--- config.mk ---
export PLATFORM = sky130hd
export DESIGN_NAME = k_group_reverse_reorder_core
export DESIGN_NICKNAME = d
export VERILOG_FILES = /design/src/kgrr_pkg.sv /design/src/kgrr_ram.sv /design/src/kgrr_desc_fifo.sv /design/src/kgrr_front.sv /design/src/kgrr_back.sv /design/src/k_group_reverse_reorder_core.sv
export SDC_FILE = /design/constraint.sdc
export NUM_CORES = 1
export LEC_CHECK = 0
export BUFFER_PORTS_ARGS = -buffer_cell sky130_fd_sc_hd__buf_2
export CAP_MARGIN = 20
export CORE_UTILIZATION = 35
export DETAILED_ROUTE_END_ITERATION = 10
export GPL_TIMING_DRIVEN = 1
export PLACE_DENSITY = 0.6
export SETUP_SLACK_MARGIN = 0.1
export SKIP_LAST_GASP = 1
export SYNTH_ARGS = -nofsm -noshare
export SYNTH_HDL_FRONTEND = slang
export SYNTH_SLANG_ARGS = --single-unit
--- constraint.sdc ---
create_clock -name clk -period 4.81 [get_ports clk]
set_clock_uncertainty 0.1 [all_clocks]
set_input_delay 0.481 -clock clk [delete_from_list [all_inputs] [get_ports clk]]
set_output_delay 0.481 -clock clk [all_outputs]
set_load 0.01 [all_outputs]
--- src/kgrr_pkg.sv ---
// ----------------------------------------------------------------------------
// kgrr_pkg
// Shared constants and types for the k-group reverse reorder core.
// ----------------------------------------------------------------------------
`default_nettype none

package kgrr_pkg;

  // Element width and group size register.
  localparam int VALUE_W          = 32;
  localparam int GROUP_SIZE_W     = 5;
  localparam logic [GROUP_SIZE_W-1:0] GROUP_SIZE_RESET = 5'd4;

  // Group buffer depth: default and the largest value supported.
  localparam int MAX_GROUP_DEF    = 16;
  localparam int MAX_GROUP_LIMIT  = 256;

  // Width of a group element count in a descriptor (holds 0..MAX_GROUP_LIMIT).
  localparam int DESC_CNT_W       = $clog2(MAX_GROUP_LIMIT + 1);

  // One closed group, handed from the fill side to the drain side.
  typedef struct packed {
    logic                  seq_end;  // group closes the sequence
    logic                  reverse;  // full group: emit newest first
    logic                  bank;     // buffer bank holding the group
    logic [DESC_CNT_W-1:0] count;    // number of held elements (at least 1)
  } desc_t;

endpackage

`default_nettype wire

--- src/kgrr_ram.sv ---
// ----------------------------------------------------------------------------
// kgrr_ram
// Generic simple dual-port RAM: one write port, one read port, registered read.
// ----------------------------------------------------------------------------
`default_nettype none

module kgrr_ram #(
  parameter int WIDTH = 32,
  parameter int DEPTH = 32
) (
  input  wire logic                     clk,
  input  wire logic                     wr_en,
  input  wire logic [$clog2(DEPTH)-1:0] wr_addr,
  input  wire logic [WIDTH-1:0]         wr_data,
  input  wire logic                     rd_en,
  input  wire logic [$clog2(DEPTH)-1:0] rd_addr,
  output logic      [WIDTH-1:0]         rd_data
);

  logic [WIDTH-1:0] mem [DEPTH];

  // Write port.
  always_ff @(posedge clk) begin
    if (wr_en) begin
      mem[wr_addr] <= wr_data;
    end
  end

  // Registered read port.
  always_ff @(posedge clk) begin
    if (rd_en) begin
      rd_data <= mem[rd_addr];
    end
  end

endmodule

`default_nettype wire

--- src/kgrr_desc_fifo.sv ---
// ----------------------------------------------------------------------------
// kgrr_desc_fifo
// Two-entry queue of group descriptors between the fill and drain sides.
// ----------------------------------------------------------------------------
`default_nettype none

module kgrr_desc_fifo (
  input  wire logic           clk,
  input  wire logic           rst,
  input  wire logic           push,
  input  wire kgrr_pkg::desc_t push_desc,
  input  wire logic           pop,
  output logic                valid,
  output kgrr_pkg::desc_t     head
);
  import kgrr_pkg::*;

  desc_t      slots [2];
  logic       wptr;
  logic       rptr;
  logic [1:0] count;

  // Pointer and occupancy bookkeeping.
  always_ff @(posedge clk) begin
    if (rst) begin
      wptr  <= 1'b0;
      rptr  <= 1'b0;
      count <= 2'd0;
    end else begin
      if (push) begin
        wptr <= ~wptr;
      end
      if (pop) begin
        rptr <= ~rptr;
      end
      count <= count + {1'b0, push} - {1'b0, pop};
    end
  end

  // Descriptor storage.
  always_ff @(posedge clk) begin
    if (push) begin
      slots[wptr] <= push_desc;
    end
  end

  assign valid = (count != 2'd0);
  assign head  = slots[rptr];

endmodule

`default_nettype wire

--- src/kgrr_front.sv ---
// ----------------------------------------------------------------------------
// kgrr_front
// Fill side: accepts elements, writes them into the current buffer bank and
// closes a group when it is full or the sequence ends.
// ----------------------------------------------------------------------------
`default_nettype none

module kgrr_front #(
  parameter int MAX_GROUP = kgrr_pkg::MAX_GROUP_DEF,
  localparam int IDX_W    = (MAX_GROUP > 1) ? $clog2(MAX_GROUP) : 1,
  localparam int CNT_W    = $clog2(MAX_GROUP + 1)
) (
  input  wire logic                                clk,
  input  wire logic                                rst,
  input  wire logic                                s_axis_tvalid,
  output logic                                     s_axis_tready,
  input  wire logic signed [kgrr_pkg::VALUE_W-1:0] s_axis_tdata,
  input  wire logic                                s_axis_tlast,
  input  wire logic [kgrr_pkg::GROUP_SIZE_W-1:0]   group_size,
  output logic                                     wr_en,
  output logic [IDX_W:0]                           wr_addr,
  output logic [kgrr_pkg::VALUE_W-1:0]             wr_data,
  output logic                                     desc_push,
  output kgrr_pkg::desc_t                          desc,
  input  wire logic                                bank_release
);
  import kgrr_pkg::*;

  localparam int CMP_W = (CNT_W > GROUP_SIZE_W) ? CNT_W : GROUP_SIZE_W;

  logic [CNT_W-1:0] fill_count;
  logic [CNT_W-1:0] fill_inc;
  logic             wr_bank;
  logic [1:0]       outstanding;
  logic             accept;
  logic             group_full;
  logic             close_group;

  // Input is taken while a bank is free for filling.
  assign s_axis_tready = (outstanding != 2'd2);
  assign accept        = s_axis_tvalid && s_axis_tready;

  // Element count including the arriving one.
  assign fill_inc = fill_count + CNT_W'(1);

  // A group is full at the configured size (zero acts as one) or at the
  // buffer depth; a lowered size flushes everything already held.
  assign group_full = (group_size == '0) ||
                      (CMP_W'(fill_inc) >= CMP_W'(group_size)) ||
                      (fill_inc == CNT_W'(MAX_GROUP));
  assign close_group = accept && (group_full || s_axis_tlast);

  // Buffer write.
  assign wr_en   = accept;
  assign wr_addr = {wr_bank, fill_count[IDX_W-1:0]};
  assign wr_data = s_axis_tdata;

  // Descriptor for a closed group.
  assign desc_push     = close_group;
  assign desc.seq_end  = s_axis_tlast;
  assign desc.reverse  = group_full;
  assign desc.bank     = wr_bank;
  assign desc.count    = DESC_CNT_W'(fill_inc);

  // Fill counter, bank toggle and count of banks awaiting drain.
  always_ff @(posedge clk) begin
    if (rst) begin
      fill_count  <= '0;
      wr_bank     <= 1'b0;
      outstanding <= 2'd0;
    end else begin
      if (close_group) begin
        fill_count <= '0;
        wr_bank    <= ~wr_bank;
      end else if (accept) begin
        fill_count <= fill_inc;
      end
      outstanding <= outstanding + {1'b0, close_group} - {1'b0, bank_release};
    end
  end

endmodule

`default_nettype wire

--- src/kgrr_back.sv ---
// ----------------------------------------------------------------------------
// kgrr_back
// Drain side: takes a group descriptor, reads its bank in forward or reverse
// order and feeds a two-entry output buffer on the result stream.
// ----------------------------------------------------------------------------
`default_nettype none

module kgrr_back #(
  parameter int MAX_GROUP = kgrr_pkg::MAX_GROUP_DEF,
  localparam int IDX_W    = (MAX_GROUP > 1) ? $clog2(MAX_GROUP) : 1,
  localparam int CNT_W    = $clog2(MAX_GROUP + 1)
) (
  input  wire logic                          clk,
  input  wire logic                          rst,
  input  wire logic                          desc_valid,
  input  wire kgrr_pkg::desc_t               desc,
  output logic                               desc_pop,
  output logic                               rd_en,
  output logic [IDX_W:0]                     rd_addr,
  input  wire logic [kgrr_pkg::VALUE_W-1:0]  rd_data,
  output logic                               bank_release,
  output logic                               m_axis_tvalid,
  input  wire logic                          m_axis_tready,
  output logic signed [kgrr_pkg::VALUE_W-1:0] m_axis_tdata,
  output logic                               m_axis_tlast,
  output logic [0:0]                         m_axis_tuser
);
  import kgrr_pkg::*;

  typedef struct packed {
    logic [VALUE_W-1:0] value;
    logic               run_last;
    logic               seq_end;
  } out_entry_t;

  logic             active;
  logic             cur_bank;
  logic             cur_reverse;
  logic             cur_seq_end;
  logic [CNT_W-1:0] cur_count;
  logic [CNT_W-1:0] rd_cnt;
  logic [CNT_W-1:0] rev_idx;
  logic             rd_last;

  logic             pend;
  logic             pend_run_last;
  logic             pend_seq_end;

  out_entry_t       obuf [2];
  logic             owptr;
  logic             orptr;
  logic [1:0]       ocount;
  logic             opop;
  logic [1:0]       occ_after;

  // Output buffer handshake.
  assign m_axis_tvalid = (ocount != 2'd0);
  assign opop          = m_axis_tvalid && m_axis_tready;
  assign m_axis_tdata  = obuf[orptr].value;
  assign m_axis_tlast  = obuf[orptr].seq_end;
  assign m_axis_tuser  = obuf[orptr].run_last;

  // A read is issued only when its data is sure to find room in the buffer.
  assign occ_after = ocount + {1'b0, pend} - {1'b0, opop};
  assign rd_en     = active && (occ_after < 2'd2);

  // Read address: newest first for a full group, arrival order otherwise.
  assign rev_idx = cur_count - CNT_W'(1) - rd_cnt;
  assign rd_addr = {cur_bank, cur_reverse ? rev_idx[IDX_W-1:0] : rd_cnt[IDX_W-1:0]};
  assign rd_last = (rd_cnt == cur_count - CNT_W'(1));

  // The bank is free once its last read has been issued.
  assign bank_release = rd_en && rd_last;
  assign desc_pop     = !active && desc_valid;

  // Group sequencing.
  always_ff @(posedge clk) begin
    if (rst) begin
      active <= 1'b0;
      rd_cnt <= '0;
      pend   <= 1'b0;
    end else begin
      if (desc_pop) begin
        active <= 1'b1;
        rd_cnt <= '0;
      end else if (rd_en) begin
        rd_cnt <= rd_cnt + CNT_W'(1);
        if (rd_last) begin
          active <= 1'b0;
        end
      end
      pend <= rd_en;
    end
  end

  // Current group and in-flight read flags.
  always_ff @(posedge clk) begin
    if (desc_pop) begin
      cur_bank    <= desc.bank;
      cur_reverse <= desc.reverse;
      cur_seq_end <= desc.seq_end;
      cur_count   <= desc.count[CNT_W-1:0];
    end
    if (rd_en) begin
      pend_run_last <= rd_last;
      pend_seq_end  <= rd_last && cur_seq_end;
    end
  end

  // Output buffer pointers.
  always_ff @(posedge clk) begin
    if (rst) begin
      owptr  <= 1'b0;
      orptr  <= 1'b0;
      ocount <= 2'd0;
    end else begin
      if (pend) begin
        owptr <= ~owptr;
      end
      if (opop) begin
        orptr <= ~orptr;
      end
      ocount <= occ_after;
    end
  end

  // Output buffer storage.
  always_ff @(posedge clk) begin
    if (pend) begin
      obuf[owptr] <= '{value: rd_data, run_last: pend_run_last, seq_end: pend_seq_end};
    end
  end

endmodule

`default_nettype wire

--- src/k_group_reverse_reorder_core.sv ---
// ----------------------------------------------------------------------------
// k_group_reverse_reorder_core
// Stream reorder that reverses each full group of elements.
// ----------------------------------------------------------------------------
// Elements arrive one per transaction on the s_axis side, with tlast on the
// final element of a sequence. They are gathered into groups of group_size
// (zero acts as one, values above MAX_GROUP act as MAX_GROUP); a full group
// leaves reversed, a partial group closed by tlast leaves in arrival order.
// On m_axis, tuser marks the last result of each group and tlast the final
// result of the sequence. Elements fill one of two buffer banks while the
// other drains. Draining a group first picks up its group descriptor, then
// issues one RAM read per result; input stalls only while both banks wait
// for draining. group_size is written through the cfg channel; the user
// must write it only while the core is idle, the core does not enforce it.
// ----------------------------------------------------------------------------
`default_nettype none

module k_group_reverse_reorder_core #(
  parameter int MAX_GROUP = kgrr_pkg::MAX_GROUP_DEF
) (
  input  wire logic                                clk,
  input  wire logic                                rst,
  // Configuration write: group_size.
  input  wire logic                                cfg_valid,
  output logic                                     cfg_ready,
  input  wire logic [kgrr_pkg::GROUP_SIZE_W-1:0]   cfg_data,
  // Input stream.
  input  wire logic                                s_axis_tvalid,
  output logic                                     s_axis_tready,
  input  wire logic signed [kgrr_pkg::VALUE_W-1:0] s_axis_tdata,  // [31:0] elem_value
  input  wire logic                                s_axis_tlast,  // seq_end
  // Result stream.
  output logic                                     m_axis_tvalid,
  input  wire logic                                m_axis_tready,
  output logic signed [kgrr_pkg::VALUE_W-1:0]      m_axis_tdata,  // [31:0] out_value
  output logic [0:0]                               m_axis_tuser,  // [0] run_last
  output logic                                     m_axis_tlast   // out_seq_end
);
  import kgrr_pkg::*;

  localparam int IDX_W = (MAX_GROUP > 1) ? $clog2(MAX_GROUP) : 1;

  logic [GROUP_SIZE_W-1:0] group_size;
  logic                    wr_en;
  logic [IDX_W:0]          wr_addr;
  logic [VALUE_W-1:0]      wr_data;
  logic                    rd_en;
  logic [IDX_W:0]          rd_addr;
  logic [VALUE_W-1:0]      rd_data;
  logic                    desc_push;
  desc_t                   push_desc;
  logic                    desc_pop;
  logic                    desc_valid;
  desc_t                   head_desc;
  logic                    bank_release;

  // Group size register.
  assign cfg_ready = 1'b1;

  always_ff @(posedge clk) begin
    if (rst) begin
      group_size <= GROUP_SIZE_RESET;
    end else if (cfg_valid) begin
      group_size <= cfg_data;
    end
  end

  kgrr_front #(
    .MAX_GROUP (MAX_GROUP)
  ) u_front (
    .clk           (clk),
    .rst           (rst),
    .s_axis_tvalid (s_axis_tvalid),
    .s_axis_tready (s_axis_tready),
    .s_axis_tdata  (s_axis_tdata),
    .s_axis_tlast  (s_axis_tlast),
    .group_size    (group_size),
    .wr_en         (wr_en),
    .wr_addr       (wr_addr),
    .wr_data       (wr_data),
    .desc_push     (desc_push),
    .desc          (push_desc),
    .bank_release  (bank_release)
  );

  kgrr_desc_fifo u_desc_fifo (
    .clk       (clk),
    .rst       (rst),
    .push      (desc_push),
    .push_desc (push_desc),
    .pop       (desc_pop),
    .valid     (desc_valid),
    .head      (head_desc)
  );

  // Two banks of group storage.
  kgrr_ram #(
    .WIDTH (VALUE_W),
    .DEPTH (2 * (2 ** IDX_W))
  ) u_group_store (
    .clk     (clk),
    .wr_en   (wr_en),
    .wr_addr (wr_addr),
    .wr_data (wr_data),
    .rd_en   (rd_en),
    .rd_addr (rd_addr),
    .rd_data (rd_data)
  );

  kgrr_back #(
    .MAX_GROUP (MAX_GROUP)
  ) u_back (
    .clk           (clk),
    .rst           (rst),
    .desc_valid    (desc_valid),
    .desc          (head_desc),
    .desc_pop      (desc_pop),
    .rd_en         (rd_en),
    .rd_addr       (rd_addr),
    .rd_data       (rd_data),
    .bank_release  (bank_release),
    .m_axis_tvalid (m_axis_tvalid),
    .m_axis_tready (m_axis_tready),
    .m_axis_tdata  (m_axis_tdata),
    .m_axis_tlast  (m_axis_tlast),
    .m_axis_tuser  (m_axis_tuser)
  );

endmodule

`default_nettype wire

==> flow_summary.json <==
{
  "crit_slowest_cell": "xor2_1",
  "postSynthAreaPerCell_um2": 14.1,
  "finalPower_mw": 36.1,
  "gp_congestion": 0.843,
  "criticalPathCategory": "reg2reg",
  "crit_chain": "inv_1 > ha_1 > xor2_1 > ha_1 > xor2_1 > o32ai_4 > buf_4 > a31oi_1 > nand4_1 > a31oi_1 > a31o_1",
  "seqPwrFrac_pct": 34.3,
  "cts_inserted_buffers": 115,
  "ant_nets": 0,
  "drcViolationCount": 0,
  "synth-edff-count": 1150,
  "max_stage_delay_ns": 0.75,
  "power_frac_comb_pct": 40.7,
  "critPathArrivalTime_ns": 4.57,
  "multi_input_area_um2": 13800,
  "internal_power_mw": 22.1,
  "cts_setup_buffers": 0,
  "busiest_layer": "met2",
  "cts-root-buf": "clkbuf_16",
  "clk_latency_ns": 0.77,
  "port_buffers": 78,
  "endpoint_kind": "register",
  "tns_ns": 0,
  "startpoint_type": "register",
  "maxSlewViolCount": 0,
  "routedWlPerCell_um": 26.5,
  "syn_nets": 3598,
  "final_area_um2": 56900,
  "netlist.area_leader.share_pct": 69.2,
  "grt_pass1_wl_mm": 215,
  "max_clock_freq_mhz": 245,
  "vias": 32400,
  "nets": 3623,
  "path_max_fanout": 7,
  "finalHoldViolations": 0,
  "first_iter_violations": 3949,
  "dieArea_um2": 144000,
  "swShare_pct": 38.8,
  "rsz0062_at_grt": "false",
  "n_fill_cell": 13000,
  "core_um2": 142000,
  "met2_usage_pct": 31.4,
  "synth_area_um2": 49900,
  "grtUsageMet1_pct": 27.4,
  "netlist_instances": 3535,
  "regArea_um2": 35100,
  "grt_usage_pct": 19.9,
  "worst-path-buf-inv": 2,
  "r2r_start": "u_back.cur_count[0]",
  "power_density_nw_per_um2": 635,
  "routed_via_density": 5.85,
  "synthArstFlopShare_pct": 0,
  "cts_sinks": 1179,
  "dp_hpwl_mm": 83.3,
  "fin_util_pct": 40.2,
  "rows": 138,
  "synth_ff_type": "edfxtp_1",
  "cp_data_required_time_ns": 5.31,
  "die_w_um": 380,
  "synth_most_common_cell": "edfxtp_1",
  "path_clk_slew_ns": 0.06,
  "status": "completed",
  "wirelength_mm": 147,
  "synth_area_leaders": "edfxtp_1 69%, nor2_1 2.5%, o211ai_1 2.2%, nand3_1 2.1%, o21ai_0 1.6%",
  "cts_resized": 0,
  "start_util_pct": 35.2,
  "antenna_found_initial": 10,
  "p_clk_share_pct": 25.0,
  "grt_use_met3_pct": 3.65,
  "max_cap_violations": 0,
  "placed_area_um2": 53000,
  "first_global_vias": 31100,
  "die_h_um": 380,
  "tightest_slew_ns": 1.03,
  "htreeDepth": 3,
  "cts_tree": "yes",
  "period_minus_slack_ns": 4.08,
  "grt_start_max_net_pins": 139,
  "startpoint": "u_back.cur_count[0]",
  "period_share_pct": 84.7,
  "clockBufferDepth": 3,
  "synth_top_area_cell": "edfxtp_1",
  "hold_path_class": "in2reg",
  "irDropWorstVdd_mv": 0.499,
  "switching_power_mw": 14.0,
  "setup_violations": 0,
  "drive_gt1_share_pct": 13.8,
  "timing.slew.headroom_pct": 31.0,
  "grt-ovfl-total": 0,
  "synth_common_cells": "1150 x edfxtp_1, 329 x nor2_1, 210 x nand3_1",
  "synth_cell_types": 75,
  "yosysSeqAreaShare_pct": 70.4,
  "power_leakage_nw": 17.6,
  "ys_warn_count": 0,
  "syn_to_final_growth_pct": 13.9,
  "yosys_register_bits": 1179,
  "ioPinCount": 80,
  "dr.pass1.iters": 6,
  "hp-start": "m_axis_tready",
  "crit_family": "compound AO/OA/AOI/OAI gates"
}
## cells by family after synthesis
kind of cell	synth area share, %
AO/OA/AOI/OAI	14.3
XOR/XNOR	0.456
adder cells (fa/ha/maj)	0.517
buffers and inverters	2.94
flip-flops	70.4
multiplexers	2.42
other	0.00751
AND/OR/NAND/NOR	8.98
## state kept, by name, summed over array words and instances (netlist names), 2 cells and up, named ones only
signal / flops
u_back.obuf: 68
u_front.outstanding: 2
u_desc_fifo.count: 2
u_desc_fifo.slots: 16
u_front.fill_count: 5
u_group_store.rd_data: 32
u_back.rd_cnt: 5
group_size: 5
u_back.cur_count: 5
u_back.ocount: 2
u_group_store.mem: 1024
## layer usage
| metal | up-vias | wire length, um | part of all wire [%] |
|---|---|---|---|
| met4 | 14 | 4600 | 3.1 |
| met1 | 16500 | 61800 | 42 |
| met5 | - | 76 | 0.052 |
| met3 | 251 | 12800 | 8.7 |
| li1 | 14100 | - | - |
| met2 | 1528 | 67700 | 46 |
## path summary, 6_finish.rpt
path                                    end  slack [ns]  depth (start not counted)
setup / recovery  u_group_store.rd_data[26]        0.73                         11
hold / removal                     register        0.05                          4
setup reg to reg  u_group_store.rd_data[26]        0.73                         11
hold reg to reg           u_back.obuf[1][0]        0.35                          0
## through the flow
| step | hold slack [ns] | setup slack (ns) | cells |
|---|---|---|---|
| floorplan | 0.321 | 0.696 | 3535 |
| global placement | 0.326 | 0.857 | 5320 |
| detailed placement | 0.337 | 0.829 | 5321 |
| CTS | 0.0125 | 0.798 | 5545 |
| global route | 0.0804 | 0.628 | 5546 |
| finish | 0.0507 | 0.734 | 5546 |
## layout by cell type, fill, tap and decap left out, drive strengths merged, types with 41 or more instances in the layout
| cell | n |
|---|---|
| edfxtp | 1150 |
| nand2 | 41 |
| nor2b | 71 |
| a21oi | 139 |
| clkinv | 55 |
| o21ai | 170 |
| o311ai | 56 |
| clkbuf | 139 |
| mux2 | 42 |
| or3 | 57 |
| o22a | 58 |
| o211ai | 146 |
| nor2 | 333 |
| a221o | 56 |
| o22ai | 75 |
| buf | 204 |
| nand2b | 61 |
| a31oi | 68 |
| nand3 | 210 |
| a2111oi | 59 |
## repair_timing
| item | CTS | global route |
|---|---|---|
| hold buffers | 12 | 0 |
| hold endpoints to repair | 7 | 0 |
| endpoints found under the setup margin | 0 | 0 |
## cell type report
| class | instances | area share, % |
|---|---|---|
| tap | 1890 | 4.16 |
| multi-input combinational | 2021 | 24.2 |
| clock inverter | 73 | 1.34 |
| antenna | 1 | 0.00440 |
| clock buffer | 139 | 5.22 |
| timing repair buffer | 216 | 3.13 |
| inverter | 27 | 0.178 |
| sequential | 1179 | 61.8 |
## worst register-to-register path: cells and delay by family, from the launching register on
kind	cells	cell delay [ns]
XOR/XNOR	2	0.94
AND/OR/NAND/NOR	1	0.28
AO/OA/AOI/OAI	4	1.23
buffers and inverters	2	0.37
flip-flops	1	0.43
adder cells (fa/ha/maj)	2	0.60
## power groups by stage
| stage | Sequential (mW) | Clock (mW) | Combinational (mW) |
|---|---|---|---|
| after floorplan | 12.3 | 0 | 9.55 |
| after global placement | 12.6 | 0 | 14.4 |
| after detailed placement | 12.6 | 0 | 14.5 |
| after CTS | 12.4 | 9.16 | 14.6 |
| after global routing | 12.4 | 9.52 | 15.7 |
| final | 12.4 | 9.04 | 14.7 |
No activity file was read; power rests on OpenSTA's default activity.
